File: src/hdl/lsfr_pkg.sv
// ----------------------------------------------------------------------------
// LIN slave frame receiver package
// Shared constants, types and helper functions for the receiver modules.
// ----------------------------------------------------------------------------
package lsfr_pkg;

  // Frame table geometry
  localparam int TABLE_ENTRIES = 8;    // entries looked up, indexes 0..7
  localparam int ENTRY_W       = 12;   // packed entry width
  localparam int CFG_W         = 48;   // one table register, four entries
  localparam int CFG_IDX_W     = 2;

  // Configuration register indexes
  localparam logic [CFG_IDX_W-1:0] CFG_TABLE_LOW  = 2'd0;
  localparam logic [CFG_IDX_W-1:0] CFG_TABLE_HIGH = 2'd1;

  // Bus constants
  localparam logic [7:0] SYNC_BYTE    = 8'h55;
  localparam logic [5:0] DIAG_REQ_ID  = 6'h3C;
  localparam logic [5:0] DIAG_RESP_ID = 6'h3D;
  localparam logic [3:0] DEFAULT_LEN  = 4'd8;

  // Receive phase
  typedef enum logic [1:0] {
    PH_IDLE = 2'd0,
    PH_PID  = 2'd1,
    PH_DATA = 2'd2,
    PH_CSUM = 2'd3
  } phase_e;

  // Table lookup outcome for one identifier
  typedef struct packed {
    logic [3:0] length;
    logic       enhanced;
  } lookup_t;

  // One completed frame
  typedef struct packed {
    logic [5:0]  frame_id;
    logic [7:0]  pid;
    logic [3:0]  length;
    logic [63:0] data;
    logic [7:0]  csum;
    logic        csum_ok;
  } result_t;

  // Protected identifier parity check
  function automatic logic pid_ok(logic [7:0] pid);
    logic p0;
    logic p1;
    p0 = pid[0] ^ pid[1] ^ pid[2] ^ pid[4];
    p1 = ~(pid[1] ^ pid[3] ^ pid[4] ^ pid[5]);
    return (pid[6] == p0) && (pid[7] == p1);
  endfunction

  // 8-bit add with end-around carry
  function automatic logic [7:0] add_carry(logic [7:0] a, logic [7:0] b);
    logic [8:0] s;
    s = {1'b0, a} + {1'b0, b};
    return s[7:0] + {7'd0, s[8]};
  endfunction

endpackage

File: src/hdl/lsfr_table.sv
// ----------------------------------------------------------------------------
// LIN frame table
// Holds the two table registers and matches an identifier against all
// entries in parallel; the lowest matching active entry wins.
// ----------------------------------------------------------------------------
module lsfr_table (
  input  logic                           clk_i,
  input  logic                           rst_ni,
  input  logic                           cfg_we_i,
  input  logic [lsfr_pkg::CFG_IDX_W-1:0] cfg_index_i,
  input  logic [lsfr_pkg::CFG_W-1:0]     cfg_data_i,
  input  logic [5:0]                     id_i,
  output lsfr_pkg::lookup_t              lookup_o
);
  import lsfr_pkg::*;

  logic [CFG_W-1:0] tbl_low_q;
  logic [CFG_W-1:0] tbl_high_q;
  logic [2*CFG_W-1:0] tbl_all;

  // Table registers
  always_ff @(posedge clk_i or negedge rst_ni) begin
    if (!rst_ni) begin
      tbl_low_q  <= '0;
      tbl_high_q <= '0;
    end else if (cfg_we_i) begin
      if (cfg_index_i == CFG_TABLE_LOW)  tbl_low_q  <= cfg_data_i;
      if (cfg_index_i == CFG_TABLE_HIGH) tbl_high_q <= cfg_data_i;
    end
  end

  assign tbl_all = {tbl_high_q, tbl_low_q};

  // Parallel match, scanned from the top so the lowest index wins
  always_comb begin
    logic [ENTRY_W-1:0] entry;
    lookup_o.length   = DEFAULT_LEN;
    lookup_o.enhanced = 1'b0;
    for (int k = TABLE_ENTRIES - 1; k >= 0; k--) begin
      entry = tbl_all[k*ENTRY_W +: ENTRY_W];
      if (entry[0] && (entry[6:1] == id_i)) begin
        lookup_o.length   = {1'b0, entry[9:7]} + 4'd1;
        lookup_o.enhanced = entry[10];
      end
    end
    // diagnostic frames always use the classic checksum
    if ((id_i == DIAG_REQ_ID) || (id_i == DIAG_RESP_ID)) lookup_o.enhanced = 1'b0;
  end

endmodule

File: src/hdl/lsfr_rx.sv
// ----------------------------------------------------------------------------
// LIN frame receive sequencer
// Tracks the frame phase, collects data bytes, accumulates the checksum and
// forms the result at the checksum byte.
// ----------------------------------------------------------------------------
module lsfr_rx (
  input  logic              clk_i,
  input  logic              rst_ni,
  input  logic              rx_valid_i,
  output logic              rx_ready_o,
  input  logic [7:0]        rx_byte_i,
  input  lsfr_pkg::lookup_t lookup_i,
  input  logic              out_stall_i,
  output logic              res_valid_o,
  output lsfr_pkg::result_t res_o
);
  import lsfr_pkg::*;

  phase_e     phase_q, phase_d;
  logic [7:0] pid_q, pid_d;
  logic [3:0] count_q, count_d;
  logic [3:0] exp_len_q, exp_len_d;
  logic       enh_q, enh_d;
  logic [7:0] sum_q, sum_d;
  logic [7:0] data_buf_q [8];
  logic       accept;
  logic       buf_we;
  logic [3:0] count_inc;
  logic [7:0] calc;

  // Only the checksum byte produces a result, so only it waits on the output
  assign rx_ready_o = (phase_q != PH_CSUM) || !out_stall_i;
  assign accept     = rx_valid_i && rx_ready_o;
  assign count_inc  = count_q + 4'd1;
  assign calc       = ~sum_q;

  // Next state and results
  always_comb begin
    phase_d     = phase_q;
    pid_d       = pid_q;
    count_d     = count_q;
    exp_len_d   = exp_len_q;
    enh_d       = enh_q;
    sum_d       = sum_q;
    buf_we      = 1'b0;
    res_valid_o = 1'b0;
    if (accept) begin
      unique case (phase_q)
        PH_IDLE: begin
          if (rx_byte_i == SYNC_BYTE) phase_d = PH_PID;
        end
        PH_PID: begin
          pid_d   = rx_byte_i;
          count_d = '0;
          if (!pid_ok(rx_byte_i)) begin
            phase_d = PH_IDLE;
          end else begin
            exp_len_d = lookup_i.length;
            enh_d     = lookup_i.enhanced;
            sum_d     = lookup_i.enhanced ? rx_byte_i : 8'd0;
            phase_d   = PH_DATA;
          end
        end
        PH_DATA: begin
          buf_we  = 1'b1;
          count_d = count_inc;
          sum_d   = add_carry(sum_q, rx_byte_i);
          if (count_inc >= exp_len_q) phase_d = PH_CSUM;
        end
        PH_CSUM: begin
          res_valid_o = 1'b1;
          phase_d     = PH_IDLE;
        end
        default: phase_d = PH_IDLE;
      endcase
    end
  end

  // Result fields; bytes beyond the received count read as zero
  always_comb begin
    res_o.frame_id = pid_q[5:0];
    res_o.pid      = pid_q;
    res_o.length   = count_q;
    res_o.csum     = rx_byte_i;
    res_o.csum_ok  = (rx_byte_i == calc);
    for (int i = 0; i < 8; i++) begin
      res_o.data[8*i +: 8] = (4'(i) < count_q) ? data_buf_q[i] : 8'd0;
    end
  end

  // Control registers
  always_ff @(posedge clk_i or negedge rst_ni) begin
    if (!rst_ni) begin
      phase_q   <= PH_IDLE;
      pid_q     <= '0;
      count_q   <= '0;
      exp_len_q <= '0;
      enh_q     <= 1'b0;
      sum_q     <= '0;
    end else begin
      phase_q   <= phase_d;
      pid_q     <= pid_d;
      count_q   <= count_d;
      exp_len_q <= exp_len_d;
      enh_q     <= enh_d;
      sum_q     <= sum_d;
    end
  end

  // Data byte buffer, no reset
  always_ff @(posedge clk_i) begin
    if (buf_we) data_buf_q[count_q[2:0]] <= rx_byte_i;
  end

endmodule

File: src/hdl/lsfr_out.sv
// ----------------------------------------------------------------------------
// LIN frame result register
// Holds one completed frame until the downstream side takes it.
// ----------------------------------------------------------------------------
module lsfr_out (
  input  logic              clk_i,
  input  logic              rst_ni,
  input  logic              load_i,
  input  lsfr_pkg::result_t res_i,
  output logic              stall_o,
  output logic              res_valid_o,
  input  logic              res_ready_i,
  output lsfr_pkg::result_t res_o
);
  import lsfr_pkg::*;

  logic    valid_q;
  result_t res_q;

  // result held and not taken this cycle
  assign stall_o     = valid_q && !res_ready_i;
  assign res_valid_o = valid_q;
  assign res_o       = res_q;

  always_ff @(posedge clk_i or negedge rst_ni) begin
    if (!rst_ni) begin
      valid_q <= 1'b0;
    end else if (load_i) begin
      valid_q <= 1'b1;
    end else if (res_ready_i) begin
      valid_q <= 1'b0;
    end
  end

  // payload, no reset
  always_ff @(posedge clk_i) begin
    if (load_i) res_q <= res_i;
  end

endmodule

File: src/hdl/lin_slave_frame_receiver_unit.sv
// ----------------------------------------------------------------------------
// LIN slave frame receiver
// Receives LIN bus bytes and reports each completed frame.
// ----------------------------------------------------------------------------
// Usage:
//   Bytes enter on the rx channel (valid/ready), one transfer per byte. Idle
//   bytes other than the sync byte are dropped; then come the protected
//   identifier, the data bytes and the checksum byte. A bad identifier
//   parity drops the frame silently.
//   The frame table (two 48-bit registers) is written through cfg_we_i /
//   cfg_index_i / cfg_data_i; the user must write it only while no frame
//   is in progress; the block does not enforce this. Throughput: one byte
//   per cycle outside a stall. The table match and checksum update are
//   combinational between the phase registers. The frame result is visible
//   on the res channel the cycle after the checksum byte is transferred,
//   and stays until res_ready_i is high. Stall: only a checksum byte waits
//   while an earlier result is still held; all other bytes keep flowing.
//   Reset: returns to idle, clears the frame table and drops any held result.
// ----------------------------------------------------------------------------
module lin_slave_frame_receiver_unit (
  input  logic                           clk_i,
  input  logic                           rst_ni,
  input  logic                           cfg_we_i,
  input  logic [lsfr_pkg::CFG_IDX_W-1:0] cfg_index_i,
  input  logic [lsfr_pkg::CFG_W-1:0]     cfg_data_i,
  input  logic                           rx_valid_i,
  output logic                           rx_ready_o,
  input  logic [7:0]                     rx_byte_i,
  output logic                           res_valid_o,
  input  logic                           res_ready_i,
  output logic [5:0]                     frame_id_o,
  output logic [7:0]                     protected_id_byte_o,
  output logic [3:0]                     data_length_o,
  output logic [63:0]                    frame_data_o,
  output logic [7:0]                     received_checksum_o,
  output logic                           checksum_ok_o
);
  import lsfr_pkg::*;

  lookup_t lookup;
  result_t rx_res;
  result_t out_res;
  logic    rx_res_valid;
  logic    out_stall;

  // Frame table
  lsfr_table u_table (
    .clk_i       (clk_i),
    .rst_ni      (rst_ni),
    .cfg_we_i    (cfg_we_i),
    .cfg_index_i (cfg_index_i),
    .cfg_data_i  (cfg_data_i),
    .id_i        (rx_byte_i[5:0]),
    .lookup_o    (lookup)
  );

  // Receive sequencer
  lsfr_rx u_rx (
    .clk_i       (clk_i),
    .rst_ni      (rst_ni),
    .rx_valid_i  (rx_valid_i),
    .rx_ready_o  (rx_ready_o),
    .rx_byte_i   (rx_byte_i),
    .lookup_i    (lookup),
    .out_stall_i (out_stall),
    .res_valid_o (rx_res_valid),
    .res_o       (rx_res)
  );

  // Result register
  lsfr_out u_out (
    .clk_i       (clk_i),
    .rst_ni      (rst_ni),
    .load_i      (rx_res_valid),
    .res_i       (rx_res),
    .stall_o     (out_stall),
    .res_valid_o (res_valid_o),
    .res_ready_i (res_ready_i),
    .res_o       (out_res)
  );

  assign frame_id_o          = out_res.frame_id;
  assign protected_id_byte_o = out_res.pid;
  assign data_length_o       = out_res.length;
  assign frame_data_o        = out_res.data;
  assign received_checksum_o = out_res.csum;
  assign checksum_ok_o       = out_res.csum_ok;

endmodule
File: config.mk
export PLATFORM = sky130hd
export DESIGN_NAME = lin_slave_frame_receiver_unit
export DESIGN_NICKNAME = d
export VERILOG_FILES = /design/src/hdl/lsfr_pkg.sv /design/src/hdl/lsfr_table.sv /design/src/hdl/lsfr_rx.sv /design/src/hdl/lsfr_out.sv /design/src/hdl/lin_slave_frame_receiver_unit.sv
export SDC_FILE = /design/constraint.sdc
export NUM_CORES = 1
export LEC_CHECK = 0
export ABC_AREA = 1
export BUFFER_PORTS_ARGS = -buffer_cell sky130_fd_sc_hd__buf_2
export CORE_ASPECT_RATIO = 0.5
export CORE_UTILIZATION = 50
export CTS_BUF_LIST = sky130_fd_sc_hd__clkbuf_8
export DETAILED_ROUTE_END_ITERATION = 6
export PLACE_DENSITY_LB_ADDON = 0.12
export SETUP_SLACK_MARGIN = 0.2
export SLEW_MARGIN = 30
export SYNTH_ARGS = -nofsm -noshare
export SYNTH_HDL_FRONTEND = slang
export SYNTH_HIERARCHICAL = 1
export SYNTH_SLANG_ARGS = --single-unit
File: constraint.sdc
create_clock -name clk_i -period 4.8 [get_ports clk_i]
set_clock_uncertainty 0.15 [all_clocks]
set_input_delay 0.24 -clock clk_i [delete_from_list [all_inputs] [get_ports clk_i]]
set_output_delay 0.24 -clock clk_i [all_outputs]
set_load 0.005 [all_outputs]
Yosys cells after proc, flatten, opt, wreduce, memory -nomap -nowiden
Memory sizes are Yosys's and may differ from the RTL's. A register that Yosys moved wholly into a read port is not among the register bits.
Index checks and enable logic that the tools add are counted.
Widths: inputs -> output; s select.
- shifts and indexed selects: 0
- $mul: 0
- order comparisons: 9
- divide/modulo/power cells: 0
- reductions and logical operators: 34
- bitwise operators: 8
- equality and inequality tests: 22
- multiplexer cells: 25
- $add $sub $neg: 11
- operators with widths (operator ; count):
    $eq 6x6->1 ; 8
    $mux 5 ; 8
    $add 3x1->4 const B ; 8
    $lt 3x4->1 const A ; 4
    $mux 8 ; 2
    $pmux 8 s2 ; 1
    $eq 6x6->1 const B ; 2
    $logic_and 1x1->1 ; 11
    $logic_not 1->1 ; 10
    $add 8x8->9 ; 1
    $mux 1 ; 9
    $reduce_and 3->1 ; 3
    $add 8x1->8 ; 1
    $eq 8x7->1 const B ; 1
    $eq 8x8->1 ; 1
    $lt 1x4->1 const A ; 2
    $lt 2x4->1 const A ; 2
    $not 8->8 ; 1
    $pmux 2 s4 ; 1
    $pmux 4 s2 ; 1
    $reduce_and 2->1 ; 4
    $mux 2 ; 3
    $ne 2x1->1 const B ; 3
    $xor 1x1->1 ; 6
    10 further kinds ; 16
- bits in read-only memories: 0
- RAM bits: 64
- logic and storage cells: 123
- output and inout bits: 93
- bits in latches: 0
- memories: 1
- bits of input ports: 63
- register bits after elaboration: 148
- memories (name ; words ; bits a word ; rd ports ; clocked after Yosys merged registers in ; write ports ; line ; source):
    u_rx.data_buf_q ; 8 ; 8 ; 8 ; 8 ; 1 ; lsfr_rx.sv:25 ; logic [7:0] data_buf_q [8];

Depth between registers and ports, before layout
Gate-level depths: netlist (run 1).
- word-level depth: 14
- mapped depth: 21
- gate-level depth less buffers: 21

Hierarchy
The synthesis (run 1) kept the hierarchy.
- modules (own cells, without submodules) (module ; sequential area each (sq um) ; cells an instance ; instances ; area each (sq um)):
    lsfr_rx ; 2572.5 ; 522 ; 1 ; 4699.5
    lsfr_table ; 2202.1 ; 611 ; 1 ; 4674.5
    lsfr_out ; 2757.6 ; 97 ; 1 ; 2778.9

Worst setup path before layout (run 1)
No wires, ideal clock.
- path kind: reg2reg
- start: register u_rx.phase_q[0]
- end: register u_out.res_q, in the netlist u_out/res_o[0], enable pin
- library setup time: 0.446 ns
- arrival: 2.725 ns
- cell stages (with the launch flop): 7
- setup slack: 1.480 ns
- required time: 4.204 ns
- path buffers: 0
- cells stage by stage: dfrtp_1 -> ha_1 -> nand2_1 -> nand2_1 -> inv_1 -> nand2_1 -> inv_1
- word-level cells in the longest chain between the ends: 4
- elaborated cells on any way between the ends: 6
- ends and longest elaborated chain (what ; line ; source):
    from (decl) ; lsfr_rx.sv:19 ; phase_e phase_q, phase_d;
    from (signal assigned) ; lsfr_rx.sv:101 ; phase_q <= phase_d;
    $ne 2x2->1 ; lsfr_rx.sv:32 ; assign rx_ready_o = (phase_q != PH_CSUM) || !out_stall_i;
    $logic_or 1x1->1 ; lsfr_rx.sv:32 ;
    named net rx_ready_o ; lin_slave_frame_receiver_unit.sv:27 ; output logic rx_ready_o,
    $logic_and 1x1->1 ; lsfr_rx.sv:33 ; assign accept = rx_valid_i && rx_ready_o;
    $mux 1 ; lsfr_rx.sv:47 ; if (accept) begin
    named net rx_res_valid ; lin_slave_frame_receiver_unit.sv:43 ; logic rx_res_valid;
    to (signal assigned) ; lsfr_out.sv:37 ; if (load_i) res_q <= res_i;
    to (decl) ; lsfr_out.sv:18 ; result_t res_q;
The timed path passes the listed nets, and every way through them passes these cells.
A chain may end at the register's enable or synchronous reset.

Final worst setup path (run 1)
- start: input port rx_byte_i[6]
- end: register u_rx.sum_q[5]
- word-level cells in the longest chain between the ends: 4
- elaborated cells on any way between the ends: 7
- ends and longest elaborated chain (what ; line ; source):
    from (decl) ; lin_slave_frame_receiver_unit.sv:28 ; input logic [7:0] rx_byte_i,
    parallel branches: the longest is 4 deep, another holds $add 8x8->9 ; - ;
    to (signal assigned) ; lsfr_rx.sv:106 ; sum_q <= sum_d;
    to (decl) ; lsfr_rx.sv:24 ; logic [7:0] sum_q, sum_d;
Parallel ways; which one is timed is not known.

==> results of run 1 <==
## kinds of logic after synthesis
family | count (synthesis) | synth area share (%)
XOR/XNOR | 18 | 1.30
flip-flops | 270 | 62.0
adder cells (fa/ha/maj) | 31 | 3.25
multiplexers | 1 | 0.0927
buffers and inverters | 244 | 8.37
AND/OR/NAND/NOR | 492 | 17.0
AO/OA/AOI/OAI | 174 | 8.05
## worst max-delay path: cells and delay by family
family	cells	cell delay, ps
buf+inv	4	940
compound gates	2	670
fa+ha+maj	2	630
simple gates	6	630
## metal layers
metal | global-route usage [%] | vias to the layer above | part of all wire, %
met1 | 30.9 | 4094 | 48
li1 | - | 4373 | -
met4 | 5.61 | 0 | 1.3
met2 | 34.6 | 229 | 46
met5 | 0 | - | 0
met3 | 4.82 | 28 | 5.3
## flip-flops by register name, indices dropped and copies added, names as in the netlist, named ones only
name and flops:
u_out/res_o 91, u_rx/data_buf_q 64, u_table/tbl_high_q 44, u_table/tbl_low_q 44, u_rx/pid_q 8, u_rx/sum_q 8, u_rx/count_q 4, u_rx/exp_len_q 4
u_out/res_valid_o 1, u_rx/phase_q 1
## cell usage in the layout (no fill, tap or decap), types with 5 or more instances in the layout
cell	count
edfxtp_1	155
nor3_1	6
xnor2_1	5
buf_2	150
a21oi_1	23
nor2_1	112
nand3_1	48
ha_1	30
o22ai_1	5
clkbuf_8	48
dlygate4sd3_1	48
inv_2	7
o21ai_0	118
dfrtp_1	115
inv_1	200
xor2_1	13
nand2_1	279
clkinv_1	5
nand2_2	14
nand4_1	10
## layout make-up
cell class	count	area share (%)
Clock inverter	21	0.855
Timing Repair Buffer	203	8.87
Inverter	199	5.22
Clock buffer	48	4.61
Tap cell	307	2.68
Multi-Input combinational cell	716	25.2
Sequential cell	270	52.5
## report_power, final
part | switching [mW] | internal, mW | leakage, nW
Sequential | 0.178 | 2.75 | 2.86
Clock | 0.870 | 0.963 | 0.447
Combinational | 0.679 | 0.407 | 3.54
## stage by stage
stage               util (%)  power, mW  cells  worst slack, ps
floorplan                  -       3.72   1230             1480
global placement        56.0       3.97   1647             1570
detailed placement      56.0       4.02   1647             1580
CTS                     61.5       5.90   1764             1860
global route            61.5       6.19   1764             1760
finish                  61.5       5.84   1764             1950
## worst min-delay path by stage
stage | start | endpoint | depth (start not counted)
floorplan | rst_ni | u_out/res_valid_o | 0
global placement | u_rx/pid_q[6] | u_out/res_o[83] | 0
detailed placement | rst_ni | u_table/tbl_low_q[39] | 1
CTS | rx_valid_i | u_rx/phase_q[0] | 5
global route | rx_byte_i[3] | u_rx/data_buf_q[5][3] | 1
finish | rx_valid_i | u_rx/phase_q[0] | 5
==> results.json, run 1 <==
{
  "gp_congestion": 0.832,
  "wirelength_microns": 26800,
  "dieWidth_microns": 222,
  "ys_types": 49,
  "start_util_pct": 52.1,
  "vias": 8724,
  "min_period_over_period_pct": 59.4,
  "grt_pass1_wl_microns": 43300,
  "place_area_sq_mm": 0.0131,
  "relSlewSlack_pct": 42.1,
  "critPathKind": "input pin to flop",
  "arrival_ps": 3130,
  "multiInputGateArea_sq_mm": 0.00362,
  "vdd_drop_max_mv": 0.166,
  "diodes": 0,
  "final_nets": 1525,
  "syn_to_final_growth_pct": 18.0,
  "syn_inst": 1230,
  "cp.required_ps": 5080,
  "seqCellArea_sq_mm": 0.00753,
  "dr.pass1.iters": 4,
  "crit_fanout": 12,
  "reg2reg_depth": 6,
  "path_cells": "dlygate4sd3_1, buf_2, ha_1, inv_1, o311ai_0, ha_1, nand2_1, nor2_1, nand3_2, inv_1, nand2_1, nand3_1, nand3_1, o21a_1",
  "reg2reg_slack_ps": 1960,
  "hold_viol": 0,
  "die_area_sq_mm": 0.0250,
  "holdWs_ps": 73.2,
  "first_global_vias": 8558,
  "wl_per_cell_microns": 15.2,
  "worst_pin_slew_ps": 869,
  "hold_class": "input pin to flop",
  "worst_r2r_endpoint": "u_rx/data_buf_q[6][2]",
  "post_cts_buffers": 0,
  "outcome": "finished, final reports clean",
  "cts_tree": "done",
  "yosysTopAreaCell": "edfxtp_1",
  "clk_pin_slew_ps": 70,
  "ys_ff_latch": 270,
  "drive_above_1_share_pct": 17.5,
  "cts_resized": 0,
  "synthTopCellsByArea": "edfxtp_1 (38%), dfrtp_1 (24%), nand2_1 (8.6%), inv_1 (5.8%), o21ai_0 (4.9%)",
  "synth_edf_count": 155,
  "rsz0062_at_grt": "false",
  "grt_max_degree": 89,
  "cellLeakagePower_nw": 6.85,
  "final_max_slew_viol_count": 0,
  "cts_inserted_buffers": 41,
  "slowest_stage": "o311ai_0",
  "ys_async_sr_fraction_pct": 42.6,
  "port_buffers": 151,
  "reg2reg_from": "u_rx/phase_q[0]",
  "clock_latency_ps": 540,
  "endpoint": "u_rx/sum_q[5]",
  "setup-tns-final_ps": 0,
  "startpoint": "rx_byte_i[6]",
  "syn_nets": 1324,
  "antenna_found_initial": 0,
  "cp-start-kind": "input pin",
  "avgSynthCellArea_sq_um": 9.88,
  "finalInstanceArea_sq_mm": 0.0143,
  "overflow": 0,
  "clock_sinks": 270,
  "synth_top_area_share_pct": 38.3,
  "nFillCells": 1955,
  "dpl.hpwl_microns": 17500,
  "grt_usage_pct": 21.9,
  "synth_flop_cell": "edfxtp_1",
  "hold_buffers": 48,
  "rows": 39,
  "p_per_area_mw_per_mm2": 408,
  "clockBufferDepth": 3,
  "drc_errors": 0,
  "drt_iter0_markers": 500,
  "setup_viol": 0,
  "yosysWarnings": 6,
  "cts_max_level": 2,
  "synth_common_cells": "nand2_1 (280), inv_1 (189), edfxtp_1 (155)",
  "syn_area_sq_mm": 0.0122,
  "synth.most_common_cell": "nand2_1",
  "cts_root_buf": "clkbuf_8",
  "via_per_inst": 4.95,
  "crit_path_end_kind": "flop",
  "period_minus_slack_ps": 2850,
  "core_sq_mm": 0.0233,
  "io_pins": 156,
  "antenna_left": 0,
  "seq_area_frac_synth_pct": 62.0,
  "maxCapViolCount": 0,
  "max_freq_mhz": 351,
  "die_h_microns": 112,
  "max_stage_delay_ps": 550
}
Note: power is estimated with default switching activity, not from simulation.
==> run 2, diff against run 1 <==
- clock period: 4.8 -> 2.9 ns (I/O delays scaled with it)
==> run 2 against run 1 <==
Against the previous run:
- design area up 2.7%
- cell count increased by 1.9%
- power increased by 69%
- non-clock buffer count up 33
- clock power increased by 67%
- wire length grew 3.8%
- first-iteration DRC count grew 17%
- via count up 3.1%
- register-to-register slack got worse by 1500 ps
- worst setup slack lost 1600 ps
- critical endpoint is now u_rx/sum_q[2]
- largest power group unchanged
==> results.json, run 2 (synthesized netlist as in run 1, its figures left out) <==
{
  "outcome": "finished, final reports clean",
  "period_minus_slack_ps": 2550,
  "worst_pin_slew_ps": 780,
  "utilization_pct": 63.2,
  "holdWs_ps": 58.4,
  "min_to": "u_rx/data_buf_q[5][3]",
  "die_area_sq_mm": 0.0250,
  "drive_above_1_share_pct": 20.0,
  "reg2reg_from": "u_rx/phase_q[0]",
  "core_sq_mm": 0.0233,
  "maxCapViolCount": 0,
  "die_h_microns": 112,
  "cp-start-kind": "input pin",
  "clk_pin_slew_ps": 70,
  "cp.required_ps": 3200,
  "worstHoldStart": "rx_byte_i[3]",
  "worstHoldPathCells": 2,
  "cts_inserted_buffers": 39,
  "critPathKind": "input pin to flop",
  "final_cell_mix": "nand2_1 (275), inv_1 (198), edfxtp_1 (155)",
  "wl_per_cell_microns": 15.5,
  "diodes": 0,
  "wirelength_microns": 27800,
  "nFillCells": 1966,
  "final_nets": 1556,
  "first_global_vias": 8791,
  "min_period_over_period_pct": 87.8,
  "dieWidth_microns": 222,
  "crit_path_end_kind": "flop",
  "cellLeakagePower_nw": 7.00,
  "largest_reg_flops": 91,
  "reg2reg_slack_ps": 420,
  "drc_errors": 0,
  "io_pins": 156,
  "cts_tree": "done",
  "vias": 8993,
  "drt_iter0_markers": 584,
  "hold_class": "input pin to flop",
  "rsz0062_at_grt": "false",
  "setup_viol": 0,
  "p_per_area_mw_per_mm2": 670,
  "dpl.hpwl_microns": 18600,
  "vdd_drop_max_mv": 0.283,
  "setup-tns-final_ps": 0,
  "cts_root_buf": "clkbuf_8",
  "antenna_left": 0,
  "crit_fanout": 11,
  "rows": 39,
  "clock_sinks": 270,
  "worst_r2r_endpoint": "u_rx/data_buf_q[0][6]",
  "antenna_found_initial": 0,
  "final_max_slew_viol_count": 0,
  "cts_max_level": 2,
  "place_area_sq_mm": 0.0133,
  "relSlewSlack_pct": 48.0,
  "final_common_cell": "nand2_1",
  "hold_viol": 0,
  "grt_max_degree": 89,
  "via_per_inst": 5.00,
  "port_buffers": 151,
  "overflow": 0,
  "clockBufferDepth": 3,
  "dr.pass1.iters": 7,
  "finalInstanceArea_sq_mm": 0.0147,
  "reg2reg_depth": 6,
  "clock_latency_ps": 530,
  "grt_pass1_wl_microns": 44900,
  "start_util_pct": 52.1,
  "gp_congestion": 0.900,
  "arrival_ps": 2850,
  "max_freq_mhz": 393,
  "grt_usage_pct": 22.7,
  "syn_to_final_growth_pct": 21.3
}
## run 2: critical path, stage by stage
cell and delay (ps):
dlygate4sd3_1 540, buf_4 210, buf_4 230, nand2_1 100, nand2_1 50, nor3_1 200
nand2_1 170, nand3_1 140, o211ai_1 90, nand2_1 60, nand2_1 40, nand2_1 60
a21oi_1 70, nor2_2 240, nand2_4 120, nor2_2 110, a21oi_1 60, a21oi_1 170
## run 2: worst max-delay path by stage
stage / depth (start not counted) / slack (ps) / start / endpoint
6_report: 18 / 350 / rx_byte_i[2] / u_rx/sum_q[2]
4_1_cts: 19 / 220 / rx_byte_i[4] / u_rx/sum_q[0]
3_3_place_gp: 16 / 230 / rx_byte_i[0] / u_rx/sum_q[7]
3_5_place_dp: 16 / 170 / rx_byte_i[0] / u_rx/sum_q[7]
2_1_floorplan: 6 / 220 / flop / u_out/res_o[0]
5_1_grt: 23 / 190 / rx_byte_i[1] / u_rx/sum_q[2]
## run 2: layout make-up
class	count	area [sq um]	share of cell area (%)
sequential	270	7530	51.1
multi-input combinational	716	3740	25.4
timing repair buffer	236	1550	10.5
inverter	199	751	5.09
clock buffer	42	578	3.92
tap	307	384	2.61
clock inverter	27	201	1.37
## run 2: routing by layer
layer / GRT usage [%] / up-vias / share of wire, %
met5: 0 / - / 0
met4: 5.47 / 0 / 1.1
li1: - / 4450 / -
met1: 31.9 / 4249 / 47
met3: 5.00 / 31 / 5.6
met2: 36.3 / 263 / 46
## run 2: timing repair
| item | CTS | global route |
|---|---|---|
| gates resized for setup | 0 | 28 |
| endpoints found under the setup margin | 0 | 8 |
| hold buffers | 54 | 0 |
| hold endpoints to repair | 231 | 0 |
| buffers inserted | 0 | 1 |
## run 2: where the power goes
part	internal, mW	switching (mW)	total (mW)	leakage [nW]
clock	1.62	1.44	3.06	0.440
combinational	0.777	1.17	1.95	3.69
sequential	4.54	0.322	4.86	2.86
## run 2: metrics by stage
step                      worst slack, ps  cells  power (mW)
after floorplan                       217   1230        6.15
after CTS                             221   1796        9.83
final                                 353   1797        9.87
after detailed placement              165   1673        6.68
after global placement                230   1673        6.61
after global routing                  192   1797        10.4
